File: config.mk
export PLATFORM = sky130hd
export DESIGN_NAME = name_table_insert_delete_search_unit_flat
export DESIGN_NICKNAME = d
export VERILOG_FILES = /design/src/sv/ntids_pkg.sv /design/src/sv/ntids_cmd_if.sv /design/src/sv/ntids_rsp_if.sv /design/src/sv/name_table_insert_delete_search_unit.sv /design/src/sv/ntids_key_ram.sv /design/src/flat_wrapper.sv
export VERILOG_INCLUDE_DIRS = /design/src /design/src/sv
export SDC_FILE = /design/constraint.sdc
export NUM_CORES = 2
export LEC_CHECK = 0
export BUFFER_PORTS_ARGS = -buffer_cell sky130_fd_sc_hd__clkbuf_2
export CAP_MARGIN = 30
export CORE_MARGIN = 2
export CORE_UTILIZATION = 45
export DETAILED_ROUTE_END_ITERATION = 16
export PLACE_DENSITY_LB_ADDON = 0.12
export SYNTH_ARGS = -nofsm -noshare
export SYNTH_HDL_FRONTEND = slang
export SYNTH_SLANG_ARGS = --single-unit
File: constraint.sdc
create_clock -name clk -period 14.65 [get_ports clk]
set_input_delay 0.7325 -clock clk [delete_from_list [all_inputs] [get_ports clk]]
set_output_delay 0.7325 -clock clk [all_outputs]
set_load 0.05 [all_outputs]
File: src/sv/name_table_insert_delete_search_unit_macros.svh
// Assertion macros shared by the name table RTL
`ifndef NAME_TABLE_INSERT_DELETE_SEARCH_UNIT_MACROS_SVH
`define NAME_TABLE_INSERT_DELETE_SEARCH_UNIT_MACROS_SVH

// same-cycle implication
`define NTIDS_ASSERT_IMP(lbl, clk, rst_n, ante, cons) \
	lbl: assert property (@(posedge clk) disable iff (!rst_n) (ante) |-> (cons)) \
		else $error("ntids assertion failed");

// next-cycle implication
`define NTIDS_ASSERT_NXT(lbl, clk, rst_n, ante, cons) \
	lbl: assert property (@(posedge clk) disable iff (!rst_n) (ante) |=> (cons)) \
		else $error("ntids assertion failed");

`endif

File: src/sv/ntids_pkg.sv
// Shared widths, types and memory request struct for the name table
`timescale 1ns / 1ps
`default_nettype none

package ntids_pkg;

	localparam int ENTRIES     = 32;
	localparam int MAX_RESULTS = 32;
	localparam int IDX_W       = (ENTRIES > 1) ? $clog2(ENTRIES) : 1;
	localparam int CNT_W       = $clog2(ENTRIES + 1);
	localparam int N_W         = $clog2(MAX_RESULTS + 1);
	localparam int KEY_W       = 64;
	localparam int MODE_W      = 2;
	localparam int STATUS_W    = 3;
	localparam int SLOT_W      = 5;

	typedef logic [KEY_W-1:0] key_t;
	typedef logic [IDX_W-1:0] idx_t;

	typedef struct packed {
		logic rd;
		logic wr;
		idx_t addr;
		key_t wdata;
	} ram_req_t;

endpackage

`default_nettype wire

File: src/sv/ntids_cmd_if.sv
// Command channel: mode and name key
`timescale 1ns / 1ps
`default_nettype none

interface ntids_cmd_if;
	logic                           valid;
	logic                           ready;
	logic [ntids_pkg::MODE_W-1:0]   mode;
	logic [ntids_pkg::KEY_W-1:0]    name_key;

	modport source (output valid, mode, name_key, input ready);
	modport sink (input valid, mode, name_key, output ready);
endinterface

`default_nettype wire

File: src/sv/ntids_rsp_if.sv
// Result channel: status, slot, listed key and last mark
`timescale 1ns / 1ps
`default_nettype none

interface ntids_rsp_if;
	logic                           valid;
	logic                           ready;
	logic [ntids_pkg::STATUS_W-1:0] status;
	logic [ntids_pkg::SLOT_W-1:0]   slot;
	logic [ntids_pkg::KEY_W-1:0]    listed_key;
	logic                           last;

	modport source (output valid, status, slot, listed_key, last, input ready);
	modport sink (input valid, status, slot, listed_key, last, output ready);
endinterface

`default_nettype wire

File: src/sv/name_table_insert_delete_search_unit.sv
// Name table top level: slot scan sequencer, used marks and result register
// Insert, delete, search: one read per slot through the key memory port, all slots on a miss
// and fewer on an earlier hit; the result is registered from the finish state.
// List: one result per used slot as the scan passes it, up to MAX_RESULTS, or one result
// with empty status when no slot is used; the final result carries the last mark.
// One item at a time: next item accepted the cycle after the final result is registered.
// Reset clears all used marks at once; the key memory is not cleared.
`timescale 1ns / 1ps
`default_nettype none
`include "name_table_insert_delete_search_unit_macros.svh"

module name_table_insert_delete_search_unit (
	input wire logic      clk,
	input wire logic      arst_n,
	ntids_cmd_if.sink     cmd,
	ntids_rsp_if.source   rsp
);

	localparam logic [1:0] ST_IDLE = 2'd0;
	localparam logic [1:0] ST_SCAN = 2'd1;
	localparam logic [1:0] ST_FIN  = 2'd2;

	localparam logic [ntids_pkg::MODE_W-1:0] M_INSERT = 2'd0;
	localparam logic [ntids_pkg::MODE_W-1:0] M_DELETE = 2'd1;
	localparam logic [ntids_pkg::MODE_W-1:0] M_SEARCH = 2'd2;
	localparam logic [ntids_pkg::MODE_W-1:0] M_LIST   = 2'd3;

	localparam logic [ntids_pkg::STATUS_W-1:0] S_OK        = 3'd0;
	localparam logic [ntids_pkg::STATUS_W-1:0] S_EXISTS    = 3'd1;
	localparam logic [ntids_pkg::STATUS_W-1:0] S_FULL      = 3'd2;
	localparam logic [ntids_pkg::STATUS_W-1:0] S_NOT_FOUND = 3'd3;
	localparam logic [ntids_pkg::STATUS_W-1:0] S_EMPTY     = 3'd4;

	logic [1:0]                        state_q;
	logic [ntids_pkg::MODE_W-1:0]      mode_q;
	ntids_pkg::key_t                   key_q;
	logic [ntids_pkg::CNT_W-1:0]       issue_q;
	logic                              vld_s1;
	ntids_pkg::idx_t                   idx_s1;
	logic                              found_q;
	ntids_pkg::idx_t                   hit_q;
	logic                              free_found_q;
	ntids_pkg::idx_t                   free_q;
	logic [ntids_pkg::N_W-1:0]         n_q;
	logic [ntids_pkg::ENTRIES-1:0]     used_q;

	logic                              rsp_valid_q;
	logic [ntids_pkg::STATUS_W-1:0]    rsp_status_q;
	logic [ntids_pkg::SLOT_W-1:0]      rsp_slot_q;
	ntids_pkg::key_t                   rsp_key_q;
	logic                              rsp_last_q;

	ntids_pkg::ram_req_t               ram_req;
	ntids_pkg::key_t                   rd_data;

	logic                              used_at;
	logic [ntids_pkg::ENTRIES-1:0]     above;
	logic                              more_used;
	logic                              hit;
	logic                              out_free;
	logic                              want_emit;
	logic                              stall;
	logic                              emit;
	logic                              emit_last;
	logic                              at_end;
	logic                              fin_now;
	logic                              fin_go;
	logic                              issue;
	logic                              ins_ok;
	logic [ntids_pkg::STATUS_W-1:0]    fin_status;
	ntids_pkg::idx_t                   fin_slot;

	ntids_key_ram u_key_ram (
		.clk   (clk),
		.req   (ram_req),
		.rdata (rd_data)
	);

	always_comb begin
		used_at   = used_q[idx_s1];
		above     = used_q >> idx_s1;
		more_used = |(above >> 1);
		hit       = (state_q == ST_SCAN) && vld_s1 && used_at && (rd_data == key_q)
			&& (mode_q != M_LIST);
		out_free  = !rsp_valid_q || rsp.ready;
		want_emit = (state_q == ST_SCAN) && vld_s1 && used_at && (mode_q == M_LIST);
		stall     = want_emit && !out_free;
		emit      = want_emit && out_free;
		emit_last = emit && (!more_used
			|| (n_q == ntids_pkg::N_W'(ntids_pkg::MAX_RESULTS - 1)));
		at_end    = idx_s1 == ntids_pkg::IDX_W'(ntids_pkg::ENTRIES - 1);
		fin_now   = (state_q == ST_SCAN) && vld_s1 && !stall && (hit || at_end || emit_last);
		fin_go    = (state_q == ST_FIN) && out_free;
		issue     = (state_q == ST_SCAN) && !stall
			&& (issue_q != ntids_pkg::CNT_W'(ntids_pkg::ENTRIES));
		ins_ok    = (mode_q == M_INSERT) && !found_q && free_found_q;

		ram_req.rd    = issue;
		ram_req.wr    = fin_go && ins_ok;
		ram_req.addr  = fin_go ? free_q : issue_q[ntids_pkg::IDX_W-1:0];
		ram_req.wdata = key_q;

		fin_status = S_NOT_FOUND;
		fin_slot   = '0;
		case (mode_q) inside
			M_INSERT: begin
				if (found_q) begin
					fin_status = S_EXISTS;
					fin_slot   = hit_q;
				end else if (free_found_q) begin
					fin_status = S_OK;
					fin_slot   = free_q;
				end else begin
					fin_status = S_FULL;
				end
			end
			M_DELETE, M_SEARCH: begin
				if (found_q) begin
					fin_status = S_OK;
					fin_slot   = hit_q;
				end
			end
			default: fin_status = S_EMPTY;
		endcase
	end

	always_ff @(posedge clk or negedge arst_n) begin
		if (!arst_n) begin
			state_q      <= ST_IDLE;
			vld_s1       <= 1'b0;
			issue_q      <= '0;
			found_q      <= 1'b0;
			free_found_q <= 1'b0;
			n_q          <= '0;
			used_q       <= '0;
			rsp_valid_q  <= 1'b0;
		end else begin
			unique case (state_q)
				ST_IDLE: begin
					if (cmd.valid) begin
						state_q      <= ST_SCAN;
						issue_q      <= '0;
						vld_s1       <= 1'b0;
						found_q      <= 1'b0;
						free_found_q <= 1'b0;
						n_q          <= '0;
					end
				end
				ST_SCAN: begin
					if (!stall && issue) begin
						issue_q <= issue_q + 1'b1;
					end
					if (fin_now) begin
						vld_s1 <= 1'b0;
					end else if (!stall) begin
						vld_s1 <= issue;
					end
					if (vld_s1 && !used_at && !free_found_q) begin
						free_found_q <= 1'b1;
					end
					if (emit) begin
						n_q <= n_q + 1'b1;
					end
					if (fin_now) begin
						found_q <= hit;
						if ((mode_q == M_LIST) && (emit || (n_q != '0))) begin
							state_q <= ST_IDLE;
						end else begin
							state_q <= ST_FIN;
						end
					end
				end
				ST_FIN: begin
					if (fin_go) begin
						state_q <= ST_IDLE;
						if (ins_ok) begin
							used_q[free_q] <= 1'b1;
						end
						if ((mode_q == M_DELETE) && found_q) begin
							used_q[hit_q] <= 1'b0;
						end
					end
				end
				default: state_q <= ST_IDLE;
			endcase

			if (emit || fin_go) begin
				rsp_valid_q <= 1'b1;
			end else if (rsp.ready) begin
				rsp_valid_q <= 1'b0;
			end
		end
	end

	always_ff @(posedge clk) begin
		if ((state_q == ST_IDLE) && cmd.valid) begin
			mode_q <= cmd.mode;
			key_q  <= cmd.name_key;
		end
		if (state_q == ST_SCAN) begin
			if (!stall && issue) begin
				idx_s1 <= issue_q[ntids_pkg::IDX_W-1:0];
			end
			if (vld_s1 && !used_at && !free_found_q) begin
				free_q <= idx_s1;
			end
			if (fin_now) begin
				hit_q <= idx_s1;
			end
		end
		if (emit) begin
			rsp_status_q <= S_OK;
			rsp_slot_q   <= ntids_pkg::SLOT_W'(idx_s1);
			rsp_key_q    <= rd_data;
			rsp_last_q   <= emit_last;
		end else if (fin_go) begin
			rsp_status_q <= fin_status;
			rsp_slot_q   <= ntids_pkg::SLOT_W'(fin_slot);
			rsp_key_q    <= '0;
			rsp_last_q   <= 1'b1;
		end
	end

	assign cmd.ready      = (state_q == ST_IDLE);
	assign rsp.valid      = rsp_valid_q;
	assign rsp.status     = rsp_status_q;
	assign rsp.slot       = rsp_slot_q;
	assign rsp.listed_key = rsp_key_q;
	assign rsp.last       = rsp_last_q;

	`NTIDS_ASSERT_NXT(a_ins_sets_used, clk, arst_n, fin_go && ins_ok, used_q[$past(free_q)])
	`NTIDS_ASSERT_IMP(a_hit_still_used, clk, arst_n, (state_q == ST_FIN) && found_q, used_q[hit_q])
	`NTIDS_ASSERT_IMP(a_list_cap, clk, arst_n, state_q == ST_SCAN, n_q < ntids_pkg::N_W'(ntids_pkg::MAX_RESULTS))
	`NTIDS_ASSERT_NXT(a_fin_result, clk, arst_n, fin_go, (state_q == ST_IDLE) && rsp_valid_q && rsp_last_q)

endmodule

`default_nettype wire

File: src/sv/ntids_key_ram.sv
// Single-port key memory with registered read data
`timescale 1ns / 1ps
`default_nettype none

module ntids_key_ram (
	input  wire logic                clk,
	input  wire ntids_pkg::ram_req_t req,
	output ntids_pkg::key_t          rdata
);

	ntids_pkg::key_t mem [ntids_pkg::ENTRIES];

	always_ff @(posedge clk) begin
		if (req.wr) begin
			mem[req.addr] <= req.wdata;
		end
		if (req.rd) begin
			rdata <= mem[req.addr];
		end
	end

endmodule

`default_nettype wire
File: src/flat_wrapper.sv
// flat-port wrapper written by rule: the top's interface ports become plain ports
module name_table_insert_delete_search_unit_flat 
  (clk, arst_n, cmd_valid, cmd_mode, cmd_name_key, cmd_ready, rsp_valid, rsp_status, rsp_slot, rsp_listed_key, rsp_last, rsp_ready);
  ntids_cmd_if cmd_i ();
  ntids_rsp_if rsp_i ();
  input wire logic clk;
  input wire logic arst_n;
  input wire logic [$bits(cmd_i.valid)-1:0] cmd_valid;
  input wire logic [$bits(cmd_i.mode)-1:0] cmd_mode;
  input wire logic [$bits(cmd_i.name_key)-1:0] cmd_name_key;
  output wire logic [$bits(cmd_i.ready)-1:0] cmd_ready;
  output wire logic [$bits(rsp_i.valid)-1:0] rsp_valid;
  output wire logic [$bits(rsp_i.status)-1:0] rsp_status;
  output wire logic [$bits(rsp_i.slot)-1:0] rsp_slot;
  output wire logic [$bits(rsp_i.listed_key)-1:0] rsp_listed_key;
  output wire logic [$bits(rsp_i.last)-1:0] rsp_last;
  input wire logic [$bits(rsp_i.ready)-1:0] rsp_ready;
  assign cmd_i.valid = cmd_valid;
  assign cmd_i.mode = cmd_mode;
  assign cmd_i.name_key = cmd_name_key;
  assign cmd_ready = cmd_i.ready;
  assign rsp_valid = rsp_i.valid;
  assign rsp_status = rsp_i.status;
  assign rsp_slot = rsp_i.slot;
  assign rsp_listed_key = rsp_i.listed_key;
  assign rsp_last = rsp_i.last;
  assign rsp_i.ready = rsp_ready;
  name_table_insert_delete_search_unit u_core (.clk(clk), .arst_n(arst_n), .cmd(cmd_i), .rsp(rsp_i));
endmodule
==> metrics.md <==
| Metric | Value |
|---|---|
| Status | `complete, no violations` |
| # rows | `163` |
| Post-CTS setup buffer count | `0` |
| Clk sinks | `2,316` |
| Compound-Gate Fraction of Synth Area | `2.80%` |
| Synth top area share | `between 70% and 80%` |
| Most common library cells after synthesis | `edfxtp_1, mux4_2, nand2_1, nand3_1, a22oi_1` |
| Fraction of registers with async set or reset after synthesis | `2.16%` |
| PD cells | `180 nW/um2` |
| Fin nets | `4,789` |
| Maximum buffer depth of the clock tree | `3` |
| Core Region | `between 150,000 and 200,000 um2` |
| Die area | `202,000 um2` |
| Crit start category | `flop` |
| Routed wire length | `about 250 mm` |
| Yosys warnings | `0` |
| Die W | `449 um` |
| Via count | `45,700` |
| IO buf count | `144` |
| Remaining antenna violation count | `0` |
| CTS tree | `done` |
| # DRC | `0` |
| Simple-Gate Fraction of Synth Area | `3.93%` |
| Max_cap viols | `0` |
| WHS Path Cells | `1` |
| Clock slew at reported path FFs | `0.06 ns` |
| Dpl cells | `7,053` |
| Post-Syn Nets | `between 4,000 and 5,000` |
| Final slew viol count | `0` |
| Final worst path period need | `6.14 ns` |
| Final setup fails | `0` |
| RR Endpoint | `u_core.u_key_ram.rdata[13]` |
| Ratio of cells with drive above 1 in the final layout | `a little over a quarter` |
| First-pass GRT wire length | `~360 mm` |
| Number of H-tree levels | `4` |
| Count of different cell masters after synthesis | `70` |
| Critical path arrival | `6.73 ns` |
| I/O pin total | `about 150` |
| Worst Hold Path EP | `u_core.key_q[26]` |
| RSZ-0062 raised after global routing | `false` |
| WS Path Type | `flop to flop` |
| Router iterations before antenna repair | `5` |
| Max stage delay on crit path | `0.78 ns` |
| Die H | `449 um` |
| FF-to-FF Start | `u_core.rsp.valid` |
| Syn Inst Count | `4,284` |
| Clock skew | `0.0361 ns` |
| Critical Path Fanout Max | `94` |
| Post-DP HPWL | `142 mm` |
| Hold path startpoint | `cmd_name_key[26]` |
| Root Buffer | `clkbuf_16` |
| Post-synthesis xor/xnor area fraction | `less than 1%` |
| Primary FF master, synth | `edfxtp_1` |
| Initial core utilization | `about 45%` |
| Total grt overflow | `0` |
| Routed vias/inst | `6.06` |
| Antenna violations before repair | `6` |
| Synth Register Bits | `approximately 2,300` |
| Adder-cell area share of the yosys netlist | `less than 1%` |
| Worst hold path class | `input port to flop` |
| Hold WS | `0.0729 ns` |
| Syn Area/Cell | `20.8 um2` |
| Post-synthesis mux area share | `13.9%` |
| Most common cell in the netlist | `edfxtp_1` |
| Total power | `18.6 mW` |
| Later-pin clock latency in the skew report | `around 0.87 ns` |
| Period utilisation layout | `around two fifths` |
| Worst relative slew slack | `23.2%` |
| Worst EP required | `15.24 ns` |
| Leakage | `32.8 nW` |
| Post-Layout Cell Count | `7,548` |
| CP cell instances | `and2b_1 -> nor2_2 -> mux2_8 -> buf_12 -> buf_4 -> buf_12 -> buf_4 -> mux4_2 -> a22oi_1 -> nand4_1` |
| Post-CTS sizing | `0` |
| Reg2reg path depth | `10` |
| Filler cells | `15,600` |
| Synth area leaders | `edfxtp_1, mux4_2, dfrtp_1` |
| CP Capture Type | `flop` |
| Critical path's slowest cell | `buf_4` |
| Synth-to-Final Area Change | `15.4%` |
| Fmax | `about 160 MHz` |
| Slew @ Worst Pin | `1.15 ns` |
| # diodes | `0` |
| Vias in the first global route | `45,700` |
| Cell area after layout | `slightly above 100,000 um2` |
| Gp weighted congestion | `between 0.8 and 0.9` |
| Main combinational cell family by area after synthesis | `multiplexers` |
| Cell taking the most area after synthesis | `edfxtp_1` |
| Final Hold Fails | `0` |
| Post-synth EDFFs | `2,263` |
| Mapped Area | `approximately 90,000 um2` |
| Register area share after synthesis | `77.7%` |
| Post-DR wirelength/cell | `33.7 um` |
| IR drop worst, VDD | `around 0.00016 V` |
| Pin count of the biggest net entering global routing | `approximately 110` |
| Dpl cell area | `94,600 um2` |
| CTS buffer count | `235` |
| DR iter-0 viols | `5,738` |
| R2r setup slk | `8.51 ns` |
| Overall routing resource usage | `25.1%` |
| Total Negative Setup Slacks | `0 ns` |
through the flow:
step / util [%] / setup WS [ns]
2_1_floorplan: - / 8.77
5_1_grt: 52.2 / 7.89
3_5_place_dp: 48.0 / 7.85
4_1_cts: 52.1 / 8.29
6_report: 52.2 / 8.51
3_3_place_gp: 47.7 / 7.80
layout make-up:
type,instances,area (um2),area share [%]
sequential,2316,69300,67.3
clock buffer,293,6240,6.06
clock inverter,140,1390,1.35
inverter,39,154,0.150
timing repair buffer,408,3320,3.23
multi-input combinational,1712,19200,18.7
tap,2640,3300,3.21
cell families after synthesis:
family | count (synthesis)
buf+inv | 256
simple gates | 723
mux | 577
flops | 2316
fa+ha+maj | 7
xor+xnor | 43
compound gates | 362
repair_timing:
action                                  in CTS  in global routing
hold buffers                                55                  0
endpoints found under the hold margin      104                  0
endpoints found under the setup margin       0                  0
metal layers:
metal / GRT usage [%] / vias up / share of wire [%] / routed length [um]
met3: 3.79 / 326 / 6.7 / 17200
met5: 0 / - / 0 / 0
met4: 6.27 / 0 / 2.3 / 5840
li1: - / 18700 / - / -
met1: 36.0 / 24900 / 42 / 107000
met2: 40.8 / 1851 / 49 / 124000
cells in the final DEF, fill, tap and decap left out, drive strengths merged, types with 26 or more instances in the layout:
cell / count
edfxtp: 2263
bufinv: 26
clkinv: 95
and2: 58
nand4: 54
nand2: 257
dfrtp: 50
mux2i: 44
a21oi: 99
mux4: 526
dlygate4sd3: 55
clkbuf: 438
xnor2: 35
nor2: 93
inv: 47
a22oi: 131
buf: 208
nand2b: 46
o21ai: 28
nand3: 138
worst max-delay path, delay by kind of cell (launching register included):
kind,cells,cell delay (ns)
buf+inv,4,2.80
mux,2,1.34
simple gates,3,0.63
compound gates,1,0.41
flops,1,0.39
report_power, final:
part	total (mW)	leakage, nW	switching (mW)	internal (mW)
Combinational	4.69	8.03	2.83	1.86
Sequential	7.90	21.1	0.242	7.66
Clock	5.98	3.72	2.53	3.46
Total	18.6	32.8	5.59	13.0
worst max-delay path by stage:
| stage | slack [ns] | startpoint | end | depth (start not counted) |
|---|---|---|---|---|
| after floorplan | 8.77 | rsp_ready | u_core.u_key_ram.mem[11][0] | 9 |
| after global placement | 7.80 | rsp_ready | u_core.u_key_ram.rdata[13] | 11 |
| after detailed placement | 7.85 | rsp_ready | u_core.u_key_ram.rdata[13] | 11 |
| after CTS | 8.29 | u_core.rsp.valid | u_core.u_key_ram.rdata[13] | 10 |
| after global routing | 7.89 | u_core.rsp.valid | u_core.u_key_ram.rdata[13] | 10 |
| final | 8.51 | u_core.rsp.valid | u_core.u_key_ram.rdata[13] | 10 |
registers in the layout, summed over array words and instances, names as in the netlist:
name / cells
u_core.issue_q: 6
u_core.free_q: 5
u_core.key_q: 64
u_core.rsp.status: 3
u_core.used_q: 32
u_core.vld_s1: 1
u_core.idx_s1: 5
u_core.rsp.valid: 1
u_core.rsp.last: 1
u_core.hit_q: 5
u_core.mode_q: 2
u_core.rsp.listed_key: 64
u_core.u_key_ram.mem: 2048
u_core.found_q: 1
u_core.n_q: 6
u_core.free_found_q: 1
u_core.rsp.slot: 5
u_core.u_key_ram.rdata: 64
u_core.state_q: 2
(Power assumes the default switching activity.)
